### src/hw/rtl/assert_macros.svh
// Assertion macros shared by the run segmenter RTL.
// No dependencies; the macros expand to nothing when SYNTHESIS is defined.
`ifndef ASSERT_MACROS_SVH
`define ASSERT_MACROS_SVH
`ifndef SYNTHESIS
// Condition must hold at every clock edge out of reset.
`define ASSERT_ALWAYS(label, clk, rst_n, cond, msg) \
  label: assert property (@(posedge clk) disable iff (!rst_n) (cond)) else $error(msg);
// Consequent must hold in the same cycle as the antecedent.
`define ASSERT_IMPLY(label, clk, rst_n, ante, cons, msg) \
  label: assert property (@(posedge clk) disable iff (!rst_n) (ante) |-> (cons)) else $error(msg);
// Consequent must hold in the cycle after the antecedent.
`define ASSERT_NEXT(label, clk, rst_n, ante, cons, msg) \
  label: assert property (@(posedge clk) disable iff (!rst_n) (ante) |=> (cons)) else $error(msg);
`else
`define ASSERT_ALWAYS(label, clk, rst_n, cond, msg)
`define ASSERT_IMPLY(label, clk, rst_n, ante, cons, msg)
`define ASSERT_NEXT(label, clk, rst_n, ante, cons, msg)
`endif
`endif

### src/hw/rtl/rseg_pkg.sv
// Shared types and constants for the monotonic run segmenter.
// No dependencies.
`default_nettype none

package rseg_pkg;

  // Run direction codes
  typedef enum logic [1:0] {
    DIR_NONE = 2'd0,
    DIR_RISE = 2'd1,
    DIR_FALL = 2'd2
  } rseg_dir_t;

  // Result kind codes
  localparam logic KIND_RUN = 1'b0;
  localparam logic KIND_EXT = 1'b1;

  localparam int unsigned SAMPLE_W = 16;
  localparam int unsigned LEN_W    = 12;
  localparam int unsigned CNT_W    = 11;
  localparam int unsigned CNT_MAX  = 2047;

  // Decoupling queue between front and back
  localparam int unsigned Q_DEPTH = 2;
  localparam int unsigned Q_PTR_W = (Q_DEPTH > 1) ? $clog2(Q_DEPTH) : 1;
  localparam int unsigned Q_CNT_W = $clog2(Q_DEPTH + 1);

  // Result slot positions within one queue entry, in emit order
  localparam int unsigned SLOT_REV = 0;
  localparam int unsigned SLOT_FIN = 1;
  localparam int unsigned SLOT_EXT = 2;
  localparam int unsigned N_SLOTS  = 3;

  // Everything one input sample causes: up to three results
  typedef struct packed {
    logic                       rev_vld;
    logic signed [LEN_W-1:0]    rev_len;
    logic signed [SAMPLE_W-1:0] rev_val;
    logic                       fin_vld;
    logic signed [LEN_W-1:0]    fin_len;
    logic signed [SAMPLE_W-1:0] fin_val;
    logic                       ext_vld;
    logic signed [SAMPLE_W-1:0] ext_val;
  } rseg_entry_t;

  // Queue status seen by front and back
  typedef struct packed {
    logic full;
    logic empty;
  } rseg_qstat_t;

endpackage

`default_nettype wire

### src/hw/rtl/rseg_front.sv
// Front end: accepts samples, tracks run state and classifies each sample
// into the results it causes. Depends on rseg_pkg.
`default_nettype none

module rseg_front
  import rseg_pkg::*;
#(
  parameter int unsigned MAX_RUN = 1024
) (
  input  wire logic                       clk,
  input  wire logic                       rst_n,
  input  wire logic                       in_valid,
  output logic                            in_ready,
  input  wire logic signed [SAMPLE_W-1:0] in_sample,
  input  wire logic                       in_end_of_stream,
  input  wire rseg_qstat_t                q_stat,
  output logic                            q_push,
  output rseg_entry_t                     q_entry
);

  localparam int unsigned RunCap = (MAX_RUN > CNT_MAX) ? CNT_MAX : MAX_RUN;
  localparam logic [CNT_W-1:0] CntCap = CNT_W'(RunCap);
  localparam logic [CNT_W-1:0] CntStart = CNT_W'(2);

  logic                       have_r, have_nxt;
  rseg_dir_t                  dir_r, dir_nxt;
  logic [CNT_W-1:0]           cnt_r, cnt_nxt;
  logic signed [SAMPLE_W-1:0] prev_r, prev_nxt;
  logic signed [SAMPLE_W-1:0] start_r, start_nxt;

  // State after the step, before end of stream handling
  rseg_dir_t                  st_dir;
  logic [CNT_W-1:0]           st_cnt;
  logic signed [SAMPLE_W-1:0] st_start;
  logic                       accept;
  rseg_entry_t                entry;

  // Signed length of a run record
  function automatic logic signed [LEN_W-1:0] run_len(input rseg_dir_t d,
                                                      input logic [CNT_W-1:0] c);
    logic signed [LEN_W-1:0] mag;
    mag = $signed({1'b0, c});
    return (d == DIR_FALL) ? -mag : mag;
  endfunction

  function automatic logic [CNT_W-1:0] sat_inc(input logic [CNT_W-1:0] c);
    return (c < CntCap) ? c + 1'b1 : c;
  endfunction

  assign in_ready = !q_stat.full;
  assign accept   = in_valid && in_ready;

  // Step the run state and classify
  always_comb begin
    st_dir   = dir_r;
    st_cnt   = cnt_r;
    st_start = start_r;
    entry    = '0;
    entry.rev_val = start_r;
    entry.rev_len = run_len(dir_r, cnt_r);

    if (!have_r) begin
      st_dir = DIR_NONE;
    end else if (in_sample != prev_r) begin
      if (dir_r == DIR_NONE) begin
        st_dir   = (in_sample > prev_r) ? DIR_RISE : DIR_FALL;
        st_start = prev_r;
        st_cnt   = CntStart;
      end else if ((in_sample > prev_r) == (dir_r == DIR_RISE)) begin
        st_cnt = sat_inc(cnt_r);
      end else begin
        // strict reversal closes the open run
        entry.rev_vld = 1'b1;
        st_dir   = (in_sample > prev_r) ? DIR_RISE : DIR_FALL;
        st_start = prev_r;
        st_cnt   = CntStart;
      end
    end else if (dir_r != DIR_NONE) begin
      st_cnt = sat_inc(cnt_r);
    end

    entry.fin_len = run_len(st_dir, st_cnt);
    entry.fin_val = st_start;
    entry.ext_val = in_sample;
    if (in_end_of_stream) begin
      entry.fin_vld = (st_dir != DIR_NONE);
      entry.ext_vld = (st_dir == DIR_NONE) || (in_sample != st_start);
    end

    have_nxt  = 1'b1;
    dir_nxt   = st_dir;
    cnt_nxt   = st_cnt;
    start_nxt = st_start;
    prev_nxt  = in_sample;
    if (in_end_of_stream) begin
      have_nxt  = 1'b0;
      dir_nxt   = DIR_NONE;
      cnt_nxt   = '0;
      start_nxt = '0;
      prev_nxt  = '0;
    end
  end

  assign q_push  = accept && (entry.rev_vld || entry.fin_vld || entry.ext_vld);
  assign q_entry = entry;

  // Run state registers
  always_ff @(posedge clk) begin
    if (!rst_n) begin
      have_r  <= 1'b0;
      dir_r   <= DIR_NONE;
      cnt_r   <= '0;
      prev_r  <= '0;
      start_r <= '0;
    end else if (accept) begin
      have_r  <= have_nxt;
      dir_r   <= dir_nxt;
      cnt_r   <= cnt_nxt;
      prev_r  <= prev_nxt;
      start_r <= start_nxt;
    end
  end

endmodule

`default_nettype wire

### src/hw/rtl/rseg_fifo.sv
// Short queue of classified entries between the front and back ends.
// Depends on rseg_pkg.
`default_nettype none
`include "assert_macros.svh"

module rseg_fifo
  import rseg_pkg::*;
(
  input  wire logic        clk,
  input  wire logic        rst_n,
  input  wire logic        push,
  input  wire rseg_entry_t wr_entry,
  input  wire logic        pop,
  output rseg_entry_t      rd_entry,
  output rseg_qstat_t      stat
);

  localparam logic [Q_PTR_W-1:0] PtrLast = Q_PTR_W'(Q_DEPTH - 1);
  localparam logic [Q_CNT_W-1:0] CntFull = Q_CNT_W'(Q_DEPTH);

  rseg_entry_t         mem_r [Q_DEPTH];
  logic [Q_PTR_W-1:0]  wr_ptr_r, wr_ptr_nxt;
  logic [Q_PTR_W-1:0]  rd_ptr_r, rd_ptr_nxt;
  logic [Q_CNT_W-1:0]  cnt_r, cnt_nxt;

  assign stat.full  = (cnt_r == CntFull);
  assign stat.empty = (cnt_r == '0);
  assign rd_entry   = mem_r[rd_ptr_r];

  // Pointer and fill count update
  always_comb begin
    wr_ptr_nxt = wr_ptr_r;
    rd_ptr_nxt = rd_ptr_r;
    cnt_nxt    = cnt_r;
    if (push) begin
      wr_ptr_nxt = (wr_ptr_r == PtrLast) ? '0 : wr_ptr_r + 1'b1;
    end
    if (pop) begin
      rd_ptr_nxt = (rd_ptr_r == PtrLast) ? '0 : rd_ptr_r + 1'b1;
    end
    if (push && !pop) begin
      cnt_nxt = cnt_r + 1'b1;
    end else if (pop && !push) begin
      cnt_nxt = cnt_r - 1'b1;
    end
  end

  always_ff @(posedge clk) begin
    if (!rst_n) begin
      wr_ptr_r <= '0;
      rd_ptr_r <= '0;
      cnt_r    <= '0;
    end else begin
      wr_ptr_r <= wr_ptr_nxt;
      rd_ptr_r <= rd_ptr_nxt;
      cnt_r    <= cnt_nxt;
    end
  end

  // Entry storage
  always_ff @(posedge clk) begin
    if (push) begin
      mem_r[wr_ptr_r] <= wr_entry;
    end
  end

  `ASSERT_ALWAYS(a_cnt_bound, clk, rst_n, cnt_r <= CntFull, "queue count exceeds depth")
  `ASSERT_IMPLY(a_no_overflow, clk, rst_n, push, !stat.full || pop, "push into full queue")
  `ASSERT_IMPLY(a_no_underflow, clk, rst_n, pop, !stat.empty, "pop from empty queue")
  `ASSERT_NEXT(a_cnt_up, clk, rst_n, push && !pop, cnt_r == $past(cnt_r) + 1'b1, "count not raised")

endmodule

`default_nettype wire

### src/hw/rtl/rseg_back.sv
// Back end: walks the results of each queued entry in order and drives the
// registered result channel. Depends on rseg_pkg.
`default_nettype none
`include "assert_macros.svh"

module rseg_back
  import rseg_pkg::*;
(
  input  wire logic                  clk,
  input  wire logic                  rst_n,
  input  wire rseg_entry_t           q_entry,
  input  wire rseg_qstat_t           q_stat,
  output logic                       q_pop,
  output logic                       out_valid,
  input  wire logic                  out_ready,
  output logic                       out_kind,
  output logic signed [LEN_W-1:0]    out_run_length,
  output logic signed [SAMPLE_W-1:0] out_value,
  output logic                       out_last_result
);

  logic                       valid_r, valid_nxt;
  logic                       kind_r, kind_nxt;
  logic signed [LEN_W-1:0]    len_r, len_nxt;
  logic signed [SAMPLE_W-1:0] value_r, value_nxt;
  logic                       last_r, last_nxt;
  logic [N_SLOTS-1:0]         done_r, done_nxt;

  logic [N_SLOTS-1:0] pend;
  logic [N_SLOTS-1:0] sel;
  logic               load;

  assign pend = {q_entry.ext_vld, q_entry.fin_vld, q_entry.rev_vld} & ~done_r;
  assign load = !valid_r || out_ready;

  // Pick the first pending result of the head entry
  always_comb begin
    sel = '0;
    if (pend[SLOT_REV]) begin
      sel[SLOT_REV] = 1'b1;
    end else if (pend[SLOT_FIN]) begin
      sel[SLOT_FIN] = 1'b1;
    end else begin
      sel[SLOT_EXT] = 1'b1;
    end
  end

  // Output register load and entry retirement
  always_comb begin
    valid_nxt = valid_r;
    kind_nxt  = kind_r;
    len_nxt   = len_r;
    value_nxt = value_r;
    last_nxt  = last_r;
    done_nxt  = done_r;
    q_pop     = 1'b0;
    if (load) begin
      valid_nxt = !q_stat.empty;
      if (!q_stat.empty) begin
        last_nxt = ((pend & ~sel) == '0);
        if (sel[SLOT_REV]) begin
          kind_nxt  = KIND_RUN;
          len_nxt   = q_entry.rev_len;
          value_nxt = q_entry.rev_val;
        end else if (sel[SLOT_FIN]) begin
          kind_nxt  = KIND_RUN;
          len_nxt   = q_entry.fin_len;
          value_nxt = q_entry.fin_val;
        end else begin
          kind_nxt  = KIND_EXT;
          len_nxt   = '0;
          value_nxt = q_entry.ext_val;
        end
        if ((pend & ~sel) == '0) begin
          q_pop    = 1'b1;
          done_nxt = '0;
        end else begin
          done_nxt = done_r | sel;
        end
      end
    end
  end

  always_ff @(posedge clk) begin
    if (!rst_n) begin
      valid_r <= 1'b0;
      done_r  <= '0;
    end else begin
      valid_r <= valid_nxt;
      done_r  <= done_nxt;
    end
  end

  // Result payload
  always_ff @(posedge clk) begin
    kind_r  <= kind_nxt;
    len_r   <= len_nxt;
    value_r <= value_nxt;
    last_r  <= last_nxt;
  end

  assign out_valid       = valid_r;
  assign out_kind        = kind_r;
  assign out_run_length  = len_r;
  assign out_value       = value_r;
  assign out_last_result = last_r;

  `ASSERT_IMPLY(a_done_idle, clk, rst_n, q_stat.empty, done_r == '0, "progress bits set with empty queue")
  `ASSERT_IMPLY(a_head_pending, clk, rst_n, !q_stat.empty, pend != '0, "head entry has nothing left")
  `ASSERT_IMPLY(a_pop_is_last, clk, rst_n, q_pop, valid_nxt && last_nxt, "entry retired before its last result")

endmodule

`default_nettype wire

### src/hw/rtl/monotonic_run_segmenter_core.sv
// Top level of the monotonic run segmenter: front end, entry queue, back end.
// Depends on rseg_pkg, rseg_front, rseg_fifo and rseg_back.
//
//   channel  direction  handshake            payload
//   in_      input      in_valid/in_ready    in_sample[15:0], in_end_of_stream
//   out_     output     out_valid/out_ready  out_kind, out_run_length[11:0],
//                                            out_value[15:0], out_last_result
//
// A sample is taken every cycle while the two-entry queue has room; results
// pass through the queue storage and the registered result channel.
// The back end sends one result per cycle while out_ready is high; a sample
// causes k results, where k is 0 to 3.
// Reset (rst_n low at a clock edge) starts a new stream and empties the queue.
// A stalled result channel fills the queue, then drops in_ready.
`default_nettype none

module monotonic_run_segmenter_core
  import rseg_pkg::*;
#(
  parameter int unsigned MAX_RUN = 1024
) (
  input  wire logic                       clk,
  input  wire logic                       rst_n,
  input  wire logic                       in_valid,
  output logic                            in_ready,
  input  wire logic signed [SAMPLE_W-1:0] in_sample,
  input  wire logic                       in_end_of_stream,
  output logic                            out_valid,
  input  wire logic                       out_ready,
  output logic                            out_kind,
  output logic signed [LEN_W-1:0]         out_run_length,
  output logic signed [SAMPLE_W-1:0]      out_value,
  output logic                            out_last_result
);

  rseg_qstat_t q_stat;
  rseg_entry_t wr_entry;
  rseg_entry_t rd_entry;
  logic        q_push;
  logic        q_pop;

  rseg_front #(
    .MAX_RUN (MAX_RUN)
  ) u_front (
    .clk              (clk),
    .rst_n            (rst_n),
    .in_valid         (in_valid),
    .in_ready         (in_ready),
    .in_sample        (in_sample),
    .in_end_of_stream (in_end_of_stream),
    .q_stat           (q_stat),
    .q_push           (q_push),
    .q_entry          (wr_entry)
  );

  rseg_fifo u_fifo (
    .clk      (clk),
    .rst_n    (rst_n),
    .push     (q_push),
    .wr_entry (wr_entry),
    .pop      (q_pop),
    .rd_entry (rd_entry),
    .stat     (q_stat)
  );

  rseg_back u_back (
    .clk             (clk),
    .rst_n           (rst_n),
    .q_entry         (rd_entry),
    .q_stat          (q_stat),
    .q_pop           (q_pop),
    .out_valid       (out_valid),
    .out_ready       (out_ready),
    .out_kind        (out_kind),
    .out_run_length  (out_run_length),
    .out_value       (out_value),
    .out_last_result (out_last_result)
  );

endmodule

`default_nettype wire

### config.mk
export PLATFORM = sky130hd
export DESIGN_NAME = monotonic_run_segmenter_core
export DESIGN_NICKNAME = d
export VERILOG_FILES = /design/src/hw/rtl/rseg_pkg.sv /design/src/hw/rtl/rseg_front.sv /design/src/hw/rtl/rseg_fifo.sv /design/src/hw/rtl/rseg_back.sv /design/src/hw/rtl/monotonic_run_segmenter_core.sv
export VERILOG_INCLUDE_DIRS = /design/src /design/src/hw/rtl
export SDC_FILE = /design/constraint.sdc
export NUM_CORES = 1
export LEC_CHECK = 0
export BUFFER_PORTS_ARGS = -buffer_cell sky130_fd_sc_hd__buf_2
export CAP_MARGIN = 20
export CORE_MARGIN = 2
export CORE_UTILIZATION = 60
export CTS_CLUSTER_DIAMETER = 120
export DETAILED_ROUTE_END_ITERATION = 8
export PLACE_DENSITY_LB_ADDON = 0.2
export SYNTH_ARGS = -nofsm -noshare
export SYNTH_HDL_FRONTEND = slang
export SYNTH_SLANG_ARGS = --single-unit
### constraint.sdc
create_clock -name clk -period 15.6 [get_ports clk]
set_input_delay 0.78 -clock clk [delete_from_list [all_inputs] [get_ports clk]]
set_output_delay 0.78 -clock clk [all_outputs]
set_load 0.02 [all_outputs]
==> flow_metrics.py <==
metrics = {
    "outcome": {
        "status": "complete, no violations",
    },
    "layout": {
        "fill_cells": 1236,
        "fin_area_um2": 12000,
        "multiInputGateArea_um2": 3910,
        "diodes": 0,
        "register_area_um2": 6510,
        "stdcell_count": 1165,
        "area_growth_pct": 11.9,
        "drive_above_1_share_pct": 13.8,
        "layout.nets": 962,
    },
    "clocking": {
        "postCtsSetupRepairBufs": 0,
        "hold_buffers": 0,
        "root_buffer": "clkbuf_16",
        "htreeDepth": 1,
        "cts_tree": "yes",
        "clk_pin_slew_worst_paths_ns": 0.06,
        "cts_resized": 0,
        "cts_num_sinks": 235,
        "cts_buffers": 25,
        "cts_buffer_depth": 3,
        "clkLatencyLatePin_ns": 0.52,
    },
    "route": {
        "via_per_inst": 6.10,
        "drc": 0,
        "drtIter0Drc": 743,
        "firstDrtPassIters": 5,
        "met1_length_mm": 11.1,
        "dr_wl_met3_mm": 2.08,
        "wl_per_cell_um": 20.8,
        "wirelength_mm": 24.2,
        "drtAntennaViolNets": 0,
        "vias": 7106,
        "top_layer": "met4",
        "dr_wl_met2_mm": 10.7,
    },
    "power": {
        "net-switching-power_w": 0.000588,
        "vdd.ir_drop.worst_uv": 188,
        "p_clk_share_pct": 31.9,
        "internal_power_w": 0.00129,
        "pwr-share-comb_pct": 25.0,
        "switching_share_pct": 31.4,
        "p_leak_nw": 4.20,
        "seq_power_share_pct": 43.2,
        "power.density_nw_per_um2": 156,
    },
    "worst_setup_path": {
        "cpPeakStageDelay_ns": 0.69,
        "crit_path_start_kind": "register",
        "reg2regPathDepth": 11,
        "worstPathRequired_ns": 15.75,
        "cp_common_cell": "a21o_1",
        "worst-path-max-fanout": 56,
        "critPathCaptureType": "register",
        "crit_chain": "inv_1 -> ha_1 -> a21o_1 -> a21o_1 -> or3b_4 -> o31a_2 -> xnor2_2 -> nor3_1 -> o21a_1 -> nor2b_4 -> buf_4",
        "regToRegSetupSlack_ns": 11.24,
        "worstPathArrival_ns": 4.50,
        "cpMaxStageDelayCell": "buf_4",
        "r2r-start": "u_front.prev_r[13]",
        "path_class": "register to register",
        "reg2reg_to": "u_fifo.mem_r[0][33]",
    },
    "timing": {
        "tightest_slew_ns": 0.982,
        "setup_violations": 0,
        "grt_setup_unrepaired": "false",
        "fin_hold_ws_ns": 0.457,
        "setup_tns_ns": 0,
        "relSlewSlack_pct": 34.5,
        "finalMaxSlewViolations": 0,
        "hold_violations": 0,
        "fin_skew_ns": 0.0115,
        "period_share_pct": 27.9,
        "timing.fmax_mhz": 229,
        "finalCriticalPeriod_ns": 4.36,
    },
    "floorplanning": {
        "initial_utilization_pct": 61.8,
        "core_area_um2": 17400,
        "die_area_um2": 19000,
        "io_pins": 53,
        "row_count": 48,
        "die_w_um": 138,
        "die_h_um": 138,
    },
    "logic_synthesis": {
        "yosys.area.top_type": "edfxtp_1",
        "synth_cell_type_count": 67,
        "synth-edff-count": 180,
        "async_reset_ff_share_pct": 0,
        "syn-num-nets": 927,
        "netlist_top_cells_area": "edfxtp_1, dfxtp_1, mux2i_1, nor2b_1, ha_1",
        "yosysTopAreaCellShare_pct": 50.4,
        "ys_seq_area_share_pct": 60.7,
        "synth-main-ff-cell": "edfxtp_1",
        "synth-seq-cells": 235,
        "syn_avg_cell_area_um2": 12.1,
        "ys_warn_count": 0,
        "syn-cell-area_um2": 10700,
        "syn_inst": 886,
    },
    "hold_path": {
        "holdCritPathClass": "register to register",
        "min_from": "u_back.done_r[2]",
        "hold_path_depth": 2,
        "holdPathEnd": "u_back.done_r[2]",
    },
    "run": {
        "drv_cap": 0,
    },
    "place": {
        "place_inst": 1119,
        "place_congestion": 0.925,
        "dp_hpwl_mm": 15.8,
        "port_buffers": 52,
        "dpl_cell_area_um2": 11200,
    },
    "global_route": {
        "grt_pass1_wl_mm": 37.2,
        "track_usage_pct": 25.8,
        "grt_start_max_net_pins": 68,
        "overflow": 0,
        "antenna_found_initial": 0,
        "grt_pass1_vias": 6617,
    },
}
[kinds of logic (layout without fill, tap and decap cells)]
logic type	after synthesis	in the layout	synth area share, %
multiplexers	68	68	6.38
XOR/XNOR	40	40	3.34
flip-flops	235	235	60.7
adder cells (fa/ha/maj)	20	20	2.33
AO/OA/AOI/OAI	197	197	12.4
AND/OR/NAND/NOR	239	239	11.8
buffers and inverters	87	141	3.07
[stage by stage]
stage | setup slack (ns) | power (W) | utilization (%)
final | 11.24 | 0.00187 | 69.1
after floorplan | 8.93 | 0.00115 | -
after global routing | 10.98 | 0.00195 | 69.1
after detailed placement | 10.78 | 0.00128 | 64.3
after CTS | 11.27 | 0.00188 | 69.1
after global placement | 10.93 | 0.00127 | 64.3
[state kept, by name, summed over array words and instances, names as in the netlist, 2 cells and up, named ones only]
signal                 flops
u_front.dir_r              2
u_front.start_r           16
u_fifo.cnt_r               2
u_back.done_r              3
u_fifo.mem_r             150
u_back.out_value          16
u_front.prev_r            16
u_front.cnt_r             11
u_back.out_run_length     12
[cell usage after synthesis, types with 3 or more instances]
cell	instances
a21oi_1	49
xor2_1	18
nand2b_1	6
mux2i_1	65
xnor2_1	21
clkbuf_1	47
or2_2	4
nand4_1	9
edfxtp_1	180
nand3_1	8
nor2b_1	51
dfxtp_1	55
and2_1	13
a221oi_1	4
nand2_1	50
buf_1	4
nor2_1	52
o31a_1	5
ha_1	20
o22ai_1	15
mux2_2	3
nor4_1	6
nor3_1	18
o31ai_1	6
inv_1	32
nor3b_1	10
o21ai_0	43
a22oi_1	23
o211ai_1	18
nand4b_1	3
[power groups by stage]
stage	clock network (W)	registers [W]	logic [W]
3_5_place_dp	0	0.000822	0.000462
3_3_place_gp	0	0.000819	0.000451
6_report	0.000597	0.000809	0.000468
4_1_cts	0.000601	0.000810	0.000466
2_1_floorplan	0	0.000876	0.000273
5_1_grt	0.000625	0.000817	0.000507
[how the worst max path moves through the flow]
stage / from / end / slack (ns) / cells past startpoint
floorplan: in_sample[13] / u_fifo.mem_r[0][0] / 8.93 / 9
global placement: in_sample[13] / u_fifo.mem_r[0][40] / 10.93 / 11
global route: u_front.prev_r[13] / u_fifo.mem_r[0][34] / 10.98 / 11
CTS: u_front.prev_r[13] / u_fifo.mem_r[0][71] / 11.27 / 11
finish: u_front.prev_r[13] / u_fifo.mem_r[0][33] / 11.24 / 11
detailed placement: in_sample[13] / u_fifo.mem_r[0][40] / 10.78 / 11
[metal layers]
| layer | global-route usage (%) | up-vias |
|---|---|---|
| li1 | - | 3357 |
| met1 | 40.6 | 3435 |
| met2 | 37.5 | 286 |
| met3 | 4.42 | 28 |
| met4 | 5.96 | 0 |
| met5 | 0 | - |
[worst max-delay path, delay by kind of cell (launching register included)]
kind / cells / cell delay (ns)
xor+xnor: 1 / 0.19
simple gates: 3 / 1.30
buf+inv: 2 / 0.76
compound gates: 4 / 0.98
fa+ha+maj: 1 / 0.31
flops: 1 / 0.36
[area by class of cell]
type / count / area share (%)
tap: 225 / 2.35
sequential: 235 / 54.3
timing repair buffer: 61 / 2.73
multi-input combinational: 564 / 32.6
clock buffer: 28 / 5.48
inverter: 34 / 1.06
clock inverter: 18 / 1.51
[placed cells by master (no fill, tap or decap), drive strengths merged, types with 20 or more instances in the layout]
cell type  instances
a21oi             49
a22oi             23
buf               61
clkbuf            28
dfxtp             55
edfxtp           180
ha                20
inv               35
mux2i             65
nand2             50
nor2              52
nor2b             51
o21ai             45
xnor2             22
Note: power is estimated with default switching activity, not from simulation.
